[config.mk]
export PLATFORM = sky130hd
export DESIGN_NAME = dpbt_fifo
export DESIGN_NICKNAME = d
export VERILOG_FILES = /design/src/dpbt_pkg.sv /design/src/dpbt_fifo.sv
export SDC_FILE = /design/constraint.sdc
export NUM_CORES = 1
export LEC_CHECK = 0
export BUFFER_PORTS_ARGS = -buffer_cell sky130_fd_sc_hd__buf_4
export CAP_MARGIN = 10
export CELL_PAD_IN_SITES_DETAIL_PLACEMENT = 2
export CELL_PAD_IN_SITES_GLOBAL_PLACEMENT = 2
export CORE_ASPECT_RATIO = 1.4
export CORE_MARGIN = 3
export CORE_UTILIZATION = 30
export CTS_CLUSTER_SIZE = 20
export DETAILED_ROUTE_END_ITERATION = 8
export PLACE_DENSITY_LB_ADDON = 0.1
export REMOVE_ABC_BUFFERS = 1
export SLEW_MARGIN = 15
export SYNTH_ARGS = -nofsm -noshare
export SYNTH_HDL_FRONTEND = slang
export SYNTH_SLANG_ARGS = --single-unit
export TNS_END_PERCENT = 10
[constraint.sdc]
create_clock -name clk -period 3.8 [get_ports clk]
set_input_delay 0.38 -clock clk [delete_from_list [all_inputs] [get_ports clk]]
set_output_delay 0.38 -clock clk [all_outputs]
set_load 0.005 [all_outputs]
[src/dpbt_pkg.sv]
`timescale 1ns / 1ps
// ----------------------------------------------------------------------------
// dpbt_pkg
// Shared types and constants of the depth pixel back-projection block.
// ----------------------------------------------------------------------------
package dpbt_pkg;

    // Subsample step default
    localparam int SUBSAMPLE_STEP_DEF = 3;

    // Queue between front and back
    localparam int FIFO_DEPTH = 4;

    // Item kinds
    localparam logic OP_POSE  = 1'b0;
    localparam logic OP_PIXEL = 1'b1;

    // Pose storage
    localparam int          POSE_WORDS = 12;
    localparam logic [31:0] POSE_ONE   = 32'd16777216;

    // Configuration register indexes
    localparam logic [2:0] REG_CENTER_X = 3'd0;
    localparam logic [2:0] REG_CENTER_Y = 3'd1;
    localparam logic [2:0] REG_RECIP_FX = 3'd2;
    localparam logic [2:0] REG_RECIP_FY = 3'd3;
    localparam logic [2:0] REG_NEAR     = 3'd4;
    localparam logic [2:0] REG_FAR      = 3'd5;

    // Configuration reset values
    localparam logic [15:0] CENTER_X_RST = 16'd5120;
    localparam logic [15:0] CENTER_Y_RST = 16'd3840;
    localparam logic [23:0] RECIP_F_RST  = 24'd31957;
    localparam logic [19:0] NEAR_RST     = 20'd66;
    localparam logic [19:0] FAR_RST      = 20'd327680;

    // Arithmetic widths
    localparam int CAM_W = 34;
    localparam int ACC_W = 48;

    // Queue entry
    typedef struct packed {
        logic        op;
        logic [3:0]  pose_slot;
        logic [31:0] pose_word;
        logic [11:0] pixel_row;
        logic [11:0] pixel_col;
        logic [19:0] depth_m;
        logic [7:0]  blue;
        logic [7:0]  green;
        logic [7:0]  red;
    } entry_t;

    // Camera parameters handed to the back end
    typedef struct packed {
        logic [15:0] center_x;
        logic [15:0] center_y;
        logic [23:0] recip_fx;
        logic [23:0] recip_fy;
    } cam_cfg_t;

    // Reset value of one pose word: identity rotation, zero translation
    function automatic logic [31:0] pose_init(input int idx);
        logic [31:0] w;
        w = '0;
        if (idx == 0 || idx == 5 || idx == 10)
            w = POSE_ONE;
        return w;
    endfunction

endpackage

[src/dpbt_fifo.sv]
`timescale 1ns / 1ps
// ----------------------------------------------------------------------------
// dpbt_fifo
// Short queue of classified items between the front and back ends.
// ----------------------------------------------------------------------------
module dpbt_fifo (
    input  logic              clk,
    input  logic              rst_n,
    input  logic              push,
    input  dpbt_pkg::entry_t  push_data,
    output logic              full,
    input  logic              pop,
    output logic              not_empty,
    output dpbt_pkg::entry_t  head
);
    localparam int PTR_W = $clog2(dpbt_pkg::FIFO_DEPTH);

    dpbt_pkg::entry_t   mem_reg [dpbt_pkg::FIFO_DEPTH];
    logic [PTR_W-1:0]   wr_ptr_reg, rd_ptr_reg;
    logic [PTR_W:0]     count_reg, count_next;

    assign full      = (count_reg == (PTR_W+1)'(dpbt_pkg::FIFO_DEPTH));
    assign not_empty = (count_reg != '0);
    assign head      = mem_reg[rd_ptr_reg];

    // Occupancy
    always_comb
    begin
        count_next = count_reg;
        if (push && !pop)
            count_next = count_reg + 1'b1;
        else if (pop && !push)
            count_next = count_reg - 1'b1;
    end

    always_ff @(posedge clk or negedge rst_n)
    begin
        if (!rst_n)
        begin
            wr_ptr_reg <= '0;
            rd_ptr_reg <= '0;
            count_reg  <= '0;
        end
        else
        begin
            count_reg <= count_next;
            if (push)
                wr_ptr_reg <= wr_ptr_reg + 1'b1;
            if (pop)
                rd_ptr_reg <= rd_ptr_reg + 1'b1;
        end
    end

    // Storage
    always_ff @(posedge clk)
    begin
        if (push)
            mem_reg[wr_ptr_reg] <= push_data;
    end

`ifndef SYNTHESIS
    a_no_pop_empty: assert property (@(posedge clk) disable iff (!rst_n)
        pop |-> not_empty) else $error("pop from empty queue");
    a_no_push_full: assert property (@(posedge clk) disable iff (!rst_n)
        push |-> !full) else $error("push into full queue");
    a_count_track: assert property (@(posedge clk) disable iff (!rst_n)
        (push && !pop) |=> (count_reg == $past(count_reg) + 1'b1))
        else $error("queue count lost a push");
`endif

endmodule

==> impl_metrics.yaml <==
status:
  status: "finished, final reports clean"
route:
  wire_per_inst_microns: 22.8
  routed_via_density: 4.55
  firstDrtPassIters: 4
  antenna_left: 0
  wl_mm: 36.2
  dr.first_iter.drc_count: 289
  num_vias: 7214
  drc: 0
hold_path:
  min_path_type: "in2reg"
  whs_path_depth: 1
  hold_start: "push_data[45]"
  whs_endpoint: "mem_reg[0][45]"
worst_setup_path:
  path_buf_inv: 2
  crit_family: "flip-flops"
  reg2reg_slack_ns: 1.72
  reg2reg_depth: 4
  cpMostUsedCell: "buf_4"
  arrival_ns: 2.59
  worst_path_max_delay_cell: "dfrtp_4"
  cp-end-kind: "primary output"
  r2r-end: "mem_reg[2][4]"
  worst_ep_required_time_ns: 3.42
  cp_max_fo: 28
  criticalPathCategory: "reg2out"
  path_cells: "buf_4, mux4_2, buf_4"
  max_stage_delay_ns: 0.84
  crit_cells: 3
  cp-start-kind: "register"
  reg2reg_from: "wr_ptr_reg[0]"
global_route:
  grt_overflow: 0
  grt_pass1_vias: 8765
  grt_start_max_net_pins: 61
  grt_first_pass_wirelength_mm: 54.8
  grt_usage_pct: 13.5
  antenna_found_initial: 2
cells_and_area:
  nFillCells: 4806
  stdcell_count: 1585
  finish.instance_area_sq_mm: 0.0200
  area_growth_pct: 28.9
  drive_gt1_share_pct: 43.4
  fin_nets: 1012
  largest_reg_flops: 420
synthesis:
  ys_seq_area_share_pct: 82.4
  synth.avg_cell_area_sq_um: 26.6
  ys_ff_latch: 427
  synth_area_sq_mm: 0.0155
  syn_inst: 583
  synth_warnings: 0
  synth_cell_types: 20
sta:
  worst_slew_pin_slew_ns: 0.717
  rsz0062_at_grt: "no"
  final.setup_skew_ns: 0.0182
  period_share_pct: 78.2
  min_period_ns: 2.97
  fmax_mhz: 337
  setup_violations: 0
  finalHoldViolations: 0
  slew-limit-headroom_pct: 52.2
  slew_violations: 0
  finalSetupTns_ns: 0
  fin_ws_ns: 0.830
die:
  core_area_sq_mm: 0.0511
  start_util_pct: 30.4
  dieHeight_microns: 275
  die_area_sq_mm: 0.0545
  pin_count: 216
  die_x_microns: 198
  row_count: 98
clocking:
  numCtsBuffers: 45
  hold_buffers: 62
  clk_latency_ns: 0.56
  root_buffer: "clkbuf_16"
  htreeDepth: 2
  cts_setup_buffers: 0
  cts_tree: "built"
  ctsResizeCount: 0
  cts_sinks: 427
  cts.path.max_buffers: 3
  path_clk_slew_ns: 0.06
placement:
  port_buffers: 215
  dp_cells: 1438
  pre_cts_slack_ns: 1.32
  hpwlAfterDp_mm: 22.5
  dpl_cell_area_sq_mm: 0.0180
  place.gp.congestion: 0.693
job:
  cap_violations: 0
pwr:
  worst_ir_drop_vdd_mv: 0.409
  power.density_mw_per_mm2: 747
  power.leakage_nw: 6.79
final cells by class:
type / count / area, sq um / area share (%)
Antenna cell: 1 / 2.50 / 0.0125
Clock buffer: 56 / 1210 / 6.05
Clock inverter: 28 / 170 / 0.850
Inverter: 4 / 15.0 / 0.0750
Multi-Input combinational cell: 128 / 2580 / 12.9
Sequential cell: 427 / 12800 / 63.9
Tap cell: 650 / 813 / 4.06
Timing Repair Buffer: 291 / 2430 / 12.1
cell families after synthesis:
family | Yosys count | share of synthesized area, %
flip-flops | 427 | 82.4
AND/OR/NAND/NOR | 9 | 0.322
buffers and inverters | 28 | 1.07
XOR/XNOR | 6 | 0.339
AO/OA/AOI/OAI | 1 | 0.0322
adder cells (fa/ha/maj) | 6 | 0.532
multiplexers | 106 | 15.3
metrics by stage:
stage               hold slack, ns  power [mW]  util, %
floorplan                   0.0844        8.97        -
global placement             0.204        11.0     35.2
detailed placement           0.208        11.1     35.2
CTS                       0.000254        15.4     39.1
global route               0.00649        15.8     39.1
finish                      0.0362        14.9     39.1
how the worst max path moves through the flow:
stage	from	endpoint	slack, ns
after floorplan	rd_ptr_reg[0]	head[0]	-1.36
after global placement	rd_ptr_reg[0]	head[36]	1.34
after detailed placement	rd_ptr_reg[0]	head[36]	1.32
after CTS	rd_ptr_reg[0]	head[36]	0.71
after global routing	rd_ptr_reg[0]	head[36]	0.65
final	rd_ptr_reg[0]	head[36]	0.83
worst reg2reg max path, stage by stage (launching register included):
cell	delay (ns)
dfrtp_1	0.43
inv_1	0.11
ha_1	0.15
and2_4	0.56
buf_4	0.48
Yosys cell counts:
cell type / number / area (sq um)
and2_1: 4 / 25.0
buf_2: 13 / 65.1
buf_4: 1 / 7.51
buf_6: 4 / 45.0
buf_8: 1 / 15.0
clkbuf_1: 5 / 18.8
dfrtp_1: 7 / 175
edfxtp_1: 420 / 12600
fa_1: 1 / 20.0
ha_1: 5 / 62.6
inv_1: 4 / 15.0
mux2_2: 1 / 11.3
mux4_2: 105 / 2360
nand2_1: 2 / 7.51
nor2_1: 1 / 3.75
nor3b_1: 1 / 7.51
o21ai_0: 1 / 5.00
or3_1: 1 / 6.26
xnor2_1: 2 / 17.5
xor2_1: 4 / 35.0
cells in the final DEF (no fill, tap or decap):
master | netlist | layout
or3_1 | 1 | 1
clkinv_4 | 0 | 1
nor2_1 | 1 | 1
buf_12 | 0 | 7
dlygate4sd3_1 | 0 | 62
mux4_2 | 105 | 105
xor2_1 | 4 | 4
bufinv_16 | 0 | 1
inv_1 | 4 | 4
edfxtp_1 | 420 | 420
clkbuf_16 | 0 | 47
nand2_1 | 2 | 2
ha_1 | 5 | 5
xnor2_1 | 2 | 2
and2_4 | 0 | 4
inv_6 | 0 | 1
mux2_2 | 1 | 1
o21ai_0 | 1 | 1
inv_8 | 0 | 1
dfrtp_1 | 7 | 5
diode_2 | 0 | 1
nor3b_1 | 1 | 1
dfrtp_4 | 0 | 2
fa_1 | 1 | 1
buf_4 | 1 | 222
clkinvlp_4 | 0 | 2
clkinv_2 | 0 | 11
clkbuf_1 | 5 | 9
clkinv_1 | 0 | 11
power breakdown:
part           total, mW  internal [mW]  leakage [nW]  switching (mW)
clock               4.11           2.33         0.679            1.78
sequential          6.56           6.16          3.94           0.403
combinational       4.26           2.31          2.18            1.95
routing by layer:
| layer | vias up | GRT usage [%] | routed length (microns) |
|---|---|---|---|
| met5 | - | 0 | 13 |
| met1 | 3856 | 15.0 | 13400 |
| met2 | 163 | 25.6 | 20300 |
| met4 | 2 | 4.16 | 855 |
| li1 | 3138 | - | - |
| met3 | 55 | 2.89 | 1660 |
(Power assumes the default switching activity.)
