[src/dpbt_pkg.sv]
`timescale 1ns / 1ps
// ----------------------------------------------------------------------------
// dpbt_pkg
// Shared types and constants of the depth pixel back-projection block.
// ----------------------------------------------------------------------------
package dpbt_pkg;

    // Subsample step default
    localparam int SUBSAMPLE_STEP_DEF = 3;

    // Queue between front and back
    localparam int FIFO_DEPTH = 4;

    // Item kinds
    localparam logic OP_POSE  = 1'b0;
    localparam logic OP_PIXEL = 1'b1;

    // Pose storage
    localparam int          POSE_WORDS = 12;
    localparam logic [31:0] POSE_ONE   = 32'd16777216;

    // Configuration register indexes
    localparam logic [2:0] REG_CENTER_X = 3'd0;
    localparam logic [2:0] REG_CENTER_Y = 3'd1;
    localparam logic [2:0] REG_RECIP_FX = 3'd2;
    localparam logic [2:0] REG_RECIP_FY = 3'd3;
    localparam logic [2:0] REG_NEAR     = 3'd4;
    localparam logic [2:0] REG_FAR      = 3'd5;

    // Configuration reset values
    localparam logic [15:0] CENTER_X_RST = 16'd5120;
    localparam logic [15:0] CENTER_Y_RST = 16'd3840;
    localparam logic [23:0] RECIP_F_RST  = 24'd31957;
    localparam logic [19:0] NEAR_RST     = 20'd66;
    localparam logic [19:0] FAR_RST      = 20'd327680;

    // Arithmetic widths
    localparam int CAM_W = 34;
    localparam int ACC_W = 48;

    // Queue entry
    typedef struct packed {
        logic        op;
        logic [3:0]  pose_slot;
        logic [31:0] pose_word;
        logic [11:0] pixel_row;
        logic [11:0] pixel_col;
        logic [19:0] depth_m;
        logic [7:0]  blue;
        logic [7:0]  green;
        logic [7:0]  red;
    } entry_t;

    // Camera parameters handed to the back end
    typedef struct packed {
        logic [15:0] center_x;
        logic [15:0] center_y;
        logic [23:0] recip_fx;
        logic [23:0] recip_fy;
    } cam_cfg_t;

    // Reset value of one pose word: identity rotation, zero translation
    function automatic logic [31:0] pose_init(input int idx);
        logic [31:0] w;
        w = '0;
        if (idx == 0 || idx == 5 || idx == 10)
            w = POSE_ONE;
        return w;
    endfunction

endpackage

[src/dpbt_ifs.sv]
`timescale 1ns / 1ps
// ----------------------------------------------------------------------------
// dpbt channel interfaces
// Input item, result item and configuration write channels.
// ----------------------------------------------------------------------------
interface dpbt_item_if;
    logic        valid;
    logic        ready;
    logic        op;
    logic [3:0]  pose_slot;
    logic signed [31:0] pose_word;
    logic [11:0] pixel_row;
    logic [11:0] pixel_col;
    logic [19:0] depth_m;
    logic [7:0]  blue_in;
    logic [7:0]  green_in;
    logic [7:0]  red_in;

    modport source (output valid, op, pose_slot, pose_word, pixel_row, pixel_col,
                    depth_m, blue_in, green_in, red_in, input ready);
    modport sink   (input valid, op, pose_slot, pose_word, pixel_row, pixel_col,
                    depth_m, blue_in, green_in, red_in, output ready);
endinterface


[src/dpbt_front.sv]
`timescale 1ns / 1ps
// ----------------------------------------------------------------------------
// dpbt_front
// Accepts items, drops pixels off the subsample grid or outside the depth
// window and pose loads to unused slots, and queues the rest.
// ----------------------------------------------------------------------------
module dpbt_front #(
    parameter int SUBSAMPLE_STEP = dpbt_pkg::SUBSAMPLE_STEP_DEF
) (
    input  logic              clk,
    input  logic              rst_n,
    dpbt_item_if.sink         item,
    input  logic [19:0]       near_limit,
    input  logic [19:0]       far_limit,
    input  logic              q_full,
    output logic              q_push,
    output dpbt_pkg::entry_t  q_data
);
    // n is a multiple of the step iff (n * M) mod 2^24 < M, M = ceil(2^24/step)
    localparam logic [24:0] DIV_MAGIC =
        25'((2**24 + SUBSAMPLE_STEP - 1) / SUBSAMPLE_STEP);

    logic [36:0] row_prod, col_prod;
    logic        on_grid, in_window, keep, xfer;

    assign item.ready = !q_full;
    assign xfer       = item.valid && item.ready;

    // Grid and window test
    always_comb
    begin
        row_prod  = 37'(item.pixel_row) * 37'(DIV_MAGIC);
        col_prod  = 37'(item.pixel_col) * 37'(DIV_MAGIC);
        on_grid   = ({1'b0, row_prod[23:0]} < DIV_MAGIC) &&
                    ({1'b0, col_prod[23:0]} < DIV_MAGIC);
        in_window = (item.depth_m >= near_limit) && (item.depth_m <= far_limit);
        if (item.op == dpbt_pkg::OP_PIXEL)
            keep = on_grid && in_window;
        else
            keep = (item.pose_slot < 4'(dpbt_pkg::POSE_WORDS));
    end

    assign q_push = xfer && keep;

    always_comb
    begin
        q_data.op        = item.op;
        q_data.pose_slot = item.pose_slot;
        q_data.pose_word = item.pose_word;
        q_data.pixel_row = item.pixel_row;
        q_data.pixel_col = item.pixel_col;
        q_data.depth_m   = item.depth_m;
        q_data.blue      = item.blue_in;
        q_data.green     = item.green_in;
        q_data.red       = item.red_in;
    end

`ifndef SYNTHESIS
    a_far_drop: assert property (@(posedge clk) disable iff (!rst_n)
        (xfer && item.op == dpbt_pkg::OP_PIXEL && item.depth_m > far_limit)
        |-> !q_push) else $error("far pixel queued");
    a_bad_slot: assert property (@(posedge clk) disable iff (!rst_n)
        (xfer && item.op == dpbt_pkg::OP_POSE && item.pose_slot > 4'd11)
        |-> !q_push) else $error("unused pose slot queued");
    a_push_xfer: assert property (@(posedge clk) disable iff (!rst_n)
        q_push |-> xfer) else $error("push without transfer");
`endif

endmodule

[src/flat_wrapper.sv]
// flat-port wrapper written by rule: the top's interface ports become plain ports
module dpbt_front_flat 
#(
    parameter int SUBSAMPLE_STEP = dpbt_pkg::SUBSAMPLE_STEP_DEF
)
  (clk, rst_n, near_limit, far_limit, q_full, q_push, q_data, item_valid, item_op, item_pose_slot, item_pose_word, item_pixel_row, item_pixel_col, item_depth_m, item_blue_in, item_green_in, item_red_in, item_ready);
  dpbt_item_if item_i ();
  input  logic clk;
  input  logic rst_n;
  input  logic [19:0] near_limit;
  input  logic [19:0] far_limit;
  input  logic q_full;
  output logic q_push;
  output dpbt_pkg::entry_t q_data;
  input wire logic [$bits(item_i.valid)-1:0] item_valid;
  input wire logic [$bits(item_i.op)-1:0] item_op;
  input wire logic [$bits(item_i.pose_slot)-1:0] item_pose_slot;
  input wire logic [$bits(item_i.pose_word)-1:0] item_pose_word;
  input wire logic [$bits(item_i.pixel_row)-1:0] item_pixel_row;
  input wire logic [$bits(item_i.pixel_col)-1:0] item_pixel_col;
  input wire logic [$bits(item_i.depth_m)-1:0] item_depth_m;
  input wire logic [$bits(item_i.blue_in)-1:0] item_blue_in;
  input wire logic [$bits(item_i.green_in)-1:0] item_green_in;
  input wire logic [$bits(item_i.red_in)-1:0] item_red_in;
  output wire logic [$bits(item_i.ready)-1:0] item_ready;
  assign item_i.valid = item_valid;
  assign item_i.op = item_op;
  assign item_i.pose_slot = item_pose_slot;
  assign item_i.pose_word = item_pose_word;
  assign item_i.pixel_row = item_pixel_row;
  assign item_i.pixel_col = item_pixel_col;
  assign item_i.depth_m = item_depth_m;
  assign item_i.blue_in = item_blue_in;
  assign item_i.green_in = item_green_in;
  assign item_i.red_in = item_red_in;
  assign item_ready = item_i.ready;
  dpbt_front #(.SUBSAMPLE_STEP(SUBSAMPLE_STEP)) u_core (.clk(clk), .rst_n(rst_n), .item(item_i), .near_limit(near_limit), .far_limit(far_limit), .q_full(q_full), .q_push(q_push), .q_data(q_data));
endmodule
[config.mk]
export PLATFORM = sky130hd
export DESIGN_NAME = dpbt_front_flat
export DESIGN_NICKNAME = d
export VERILOG_FILES = /design/src/dpbt_pkg.sv /design/src/dpbt_ifs.sv /design/src/dpbt_front.sv /design/src/flat_wrapper.sv
export SDC_FILE = /design/constraint.sdc
export NUM_CORES = 1
export LEC_CHECK = 0
export ABC_AREA = 1
export BUFFER_PORTS_ARGS = -buffer_cell sky130_fd_sc_hd__buf_2
export CORE_UTILIZATION = 35
export DETAILED_ROUTE_END_ITERATION = 12
export GPL_ROUTABILITY_DRIVEN = 0
export GPL_TIMING_DRIVEN = 0
export PLACE_DENSITY = 0.68
export SETUP_SLACK_MARGIN = 0.15
export SYNTH_ARGS = -nofsm -noshare
export SYNTH_HDL_FRONTEND = slang
export SYNTH_SLANG_ARGS = --single-unit
export TNS_END_PERCENT = 100
[constraint.sdc]
create_clock -name vclk -period 6.1
set_input_delay 0.305 -clock vclk [all_inputs]
set_output_delay 0.305 -clock vclk [all_outputs]
set_load 0.005 [all_outputs]
==> reports/metrics.yaml <==
finish:
  area_delta_synth_final_pct: 19.2
  drive_gt1_share_pct: 27.2
  instances_no_fill: 1427
  clock_buffers: 0
  nets: 1534
  n_antenna_cell: 0
  seq_cell_count: 0
  final-seq-area_sq_um: 0
detailed_routing:
  wl_per_cell_um: 9.98
  vias_per_cell: 4.27
  drtAntennaViolNets: 0
  wirelength_um: 14200
  drt_iter0_markers: 162
  drc: 0
  drt-pass1-iter-count: 4
  via_count: 6093
placement:
  dp_hpwl_um: 13500
  portBuffers: 196
  pre_cts_slack_ps: 896
  dp_cells: 1427
sta:
  max_freq_mhz: 192
  fin_tns_setup_ps: 0
  rsz0062_at_grt: "false"
  period_share_pct: 85.6
  fin_crit_ps: 5220
  setup_viol: 0
  hold_violations: 0
  slew_headroom_pct: 78.5
  slew_violations: 0
  max_slew.worst_pin.slew_ps: 322
  fin_ws_ps: 878
die:
  chipWidth_um: 142
  initial_core_util_pct: 36.1
  rows: 50
  dieArea_sq_um: 20000
  ios: 256
  die_h_um: 142
  coreArea_sq_um: 18900
global_routing:
  grt_max_degree: 8
  grt_pass1_vias: 5574
  antenna_found_initial: 0
  grt_overflow: 0
  grt_pass1_wl_um: 23800
  grt_util_all_layers_pct: 13.9
yosys:
  synth.most_common_cell: "inv_1"
  netlist.area_leader.share_pct: 26.1
  ys_seq_area_share_pct: 0
  ys_warn_count: 0
  synth_cell_type_count: 32
  synth_nets: 1336
  synth_common_cells: "inv_1, nand2_1, ha_1"
  syn-cell-area_sq_um: 6820
  synth.area.top_cells: "ha_1, fa_1, inv_1, buf_4, nand2_1"
  synth_cells: 971
  syn_avg_cell_area_sq_um: 7.02
  synth_top_area_cell: "ha_1"
critical_path:
  cp-start-kind: "input pin"
  worstPathMaxFanout: 5
  crit_buf_inv: 7
  critPathKind: "in2out"
  arrival_ps: 4920
  cp_slowest_stage_delay_ps: 520
  crit_slowest_cell: "fa_1"
  cpMostUsedCell: "nand2_1"
  cp-end-kind: "primary output"
  required_ps: 5790
  crit_family: "adder cells"
run_status:
  outcome: "completed"
min_path:
  hp-class: "in2out"
power:
  ir_drop_mv: 0.203
  swShare_pct: 60.9
  intPower_mw: 1.35
  p_comb_share_pct: 100.0
  seqPwrFrac_pct: 0
  p_per_area_nw_per_um2: 425
  power_mw: 3.46
  p_leak_nw: 5.10
  clkPwrFrac_pct: 0
  switchingPower_mw: 2.11
clock_network:
  post_cts_resized: 0
  cts_hold_buf: 0
  cts_setup_buffers: 0
flow_run:
  drv_cap: 0
-- per-layer routing --
layer  up-vias  share of wire [%]  global-route usage [%]
li1       3250                  -                       -
met1      2699                 46                    18.6
met2       142                 50                    26.4
met3         2                3.8                   0.135
met4         0               0.20                   0.283
met5         -                  0                       0
-- logic make-up (layout without fill, tap and decap cells) --
kind of cell,after synthesis,in the layout,synth area share [%]
XOR/XNOR,8,8,1.03
adder cells (fa/ha/maj),216,216,47.8
AO/OA/AOI/OAI,74,74,6.33
buffers and inverters,364,560,25.8
AND/OR/NAND/NOR,309,309,19.1
-- stage by stage --
step | util (%) | area (sq um) | hold slack [ps]
floorplan | - | 6820 | 644
global placement | 43.0 | 8130 | 776
detailed placement | 43.0 | 8130 | 776
CTS | 43.0 | 8130 | 775
global route | 43.0 | 8130 | 779
finish | 43.0 | 8130 | 775
-- final timing paths --
check | from | end | slack, ps | cells past startpoint
worst max-delay path | item_pixel_col[9] | q_push | 880 | 26
worst min-delay path | item_pose_word[29] | q_data[97] | 770 | 2
-- power groups by stage --
stage | Sequential (mW) | Combinational (mW) | Clock, mW
finish | 0 | 3.46 | 0
global route | 0 | 4.07 | 0
CTS | 0 | 3.50 | 0
detailed placement | 0 | 3.47 | 0
global placement | 0 | 3.42 | 0
floorplan | 0 | 2.79 | 0
-- layout by cell type (no fill, tap or decap), types with 3 or more instances in the layout --
cell      netlist  routed
a21oi_2         3       3
nand4_1        12      12
nand3b_1        5       5
nand2_2         5       5
xor2_1          3       3
o21ai_0        15      15
ha_1          142     142
buf_4         105     105
inv_1         257     257
nor2_1         47      47
nand3_1        39      39
buf_2           0     196
xnor2_1         5       5
fa_1           74      74
nor2_2          3       3
a21oi_1        42      42
nand2_1       192     192
-- area by class of cell --
| class | count | area [sq um] |
|---|---|---|
| Timing Repair Buffer | 196 | 981 |
| Multi-Input combinational cell | 607 | 5060 |
| Buffer | 105 | 788 |
| Inverter | 259 | 972 |
| Tap cell | 260 | 325 |
| Fill cell | 1990 | 10800 |
Note: power is estimated with default switching activity, not from simulation.
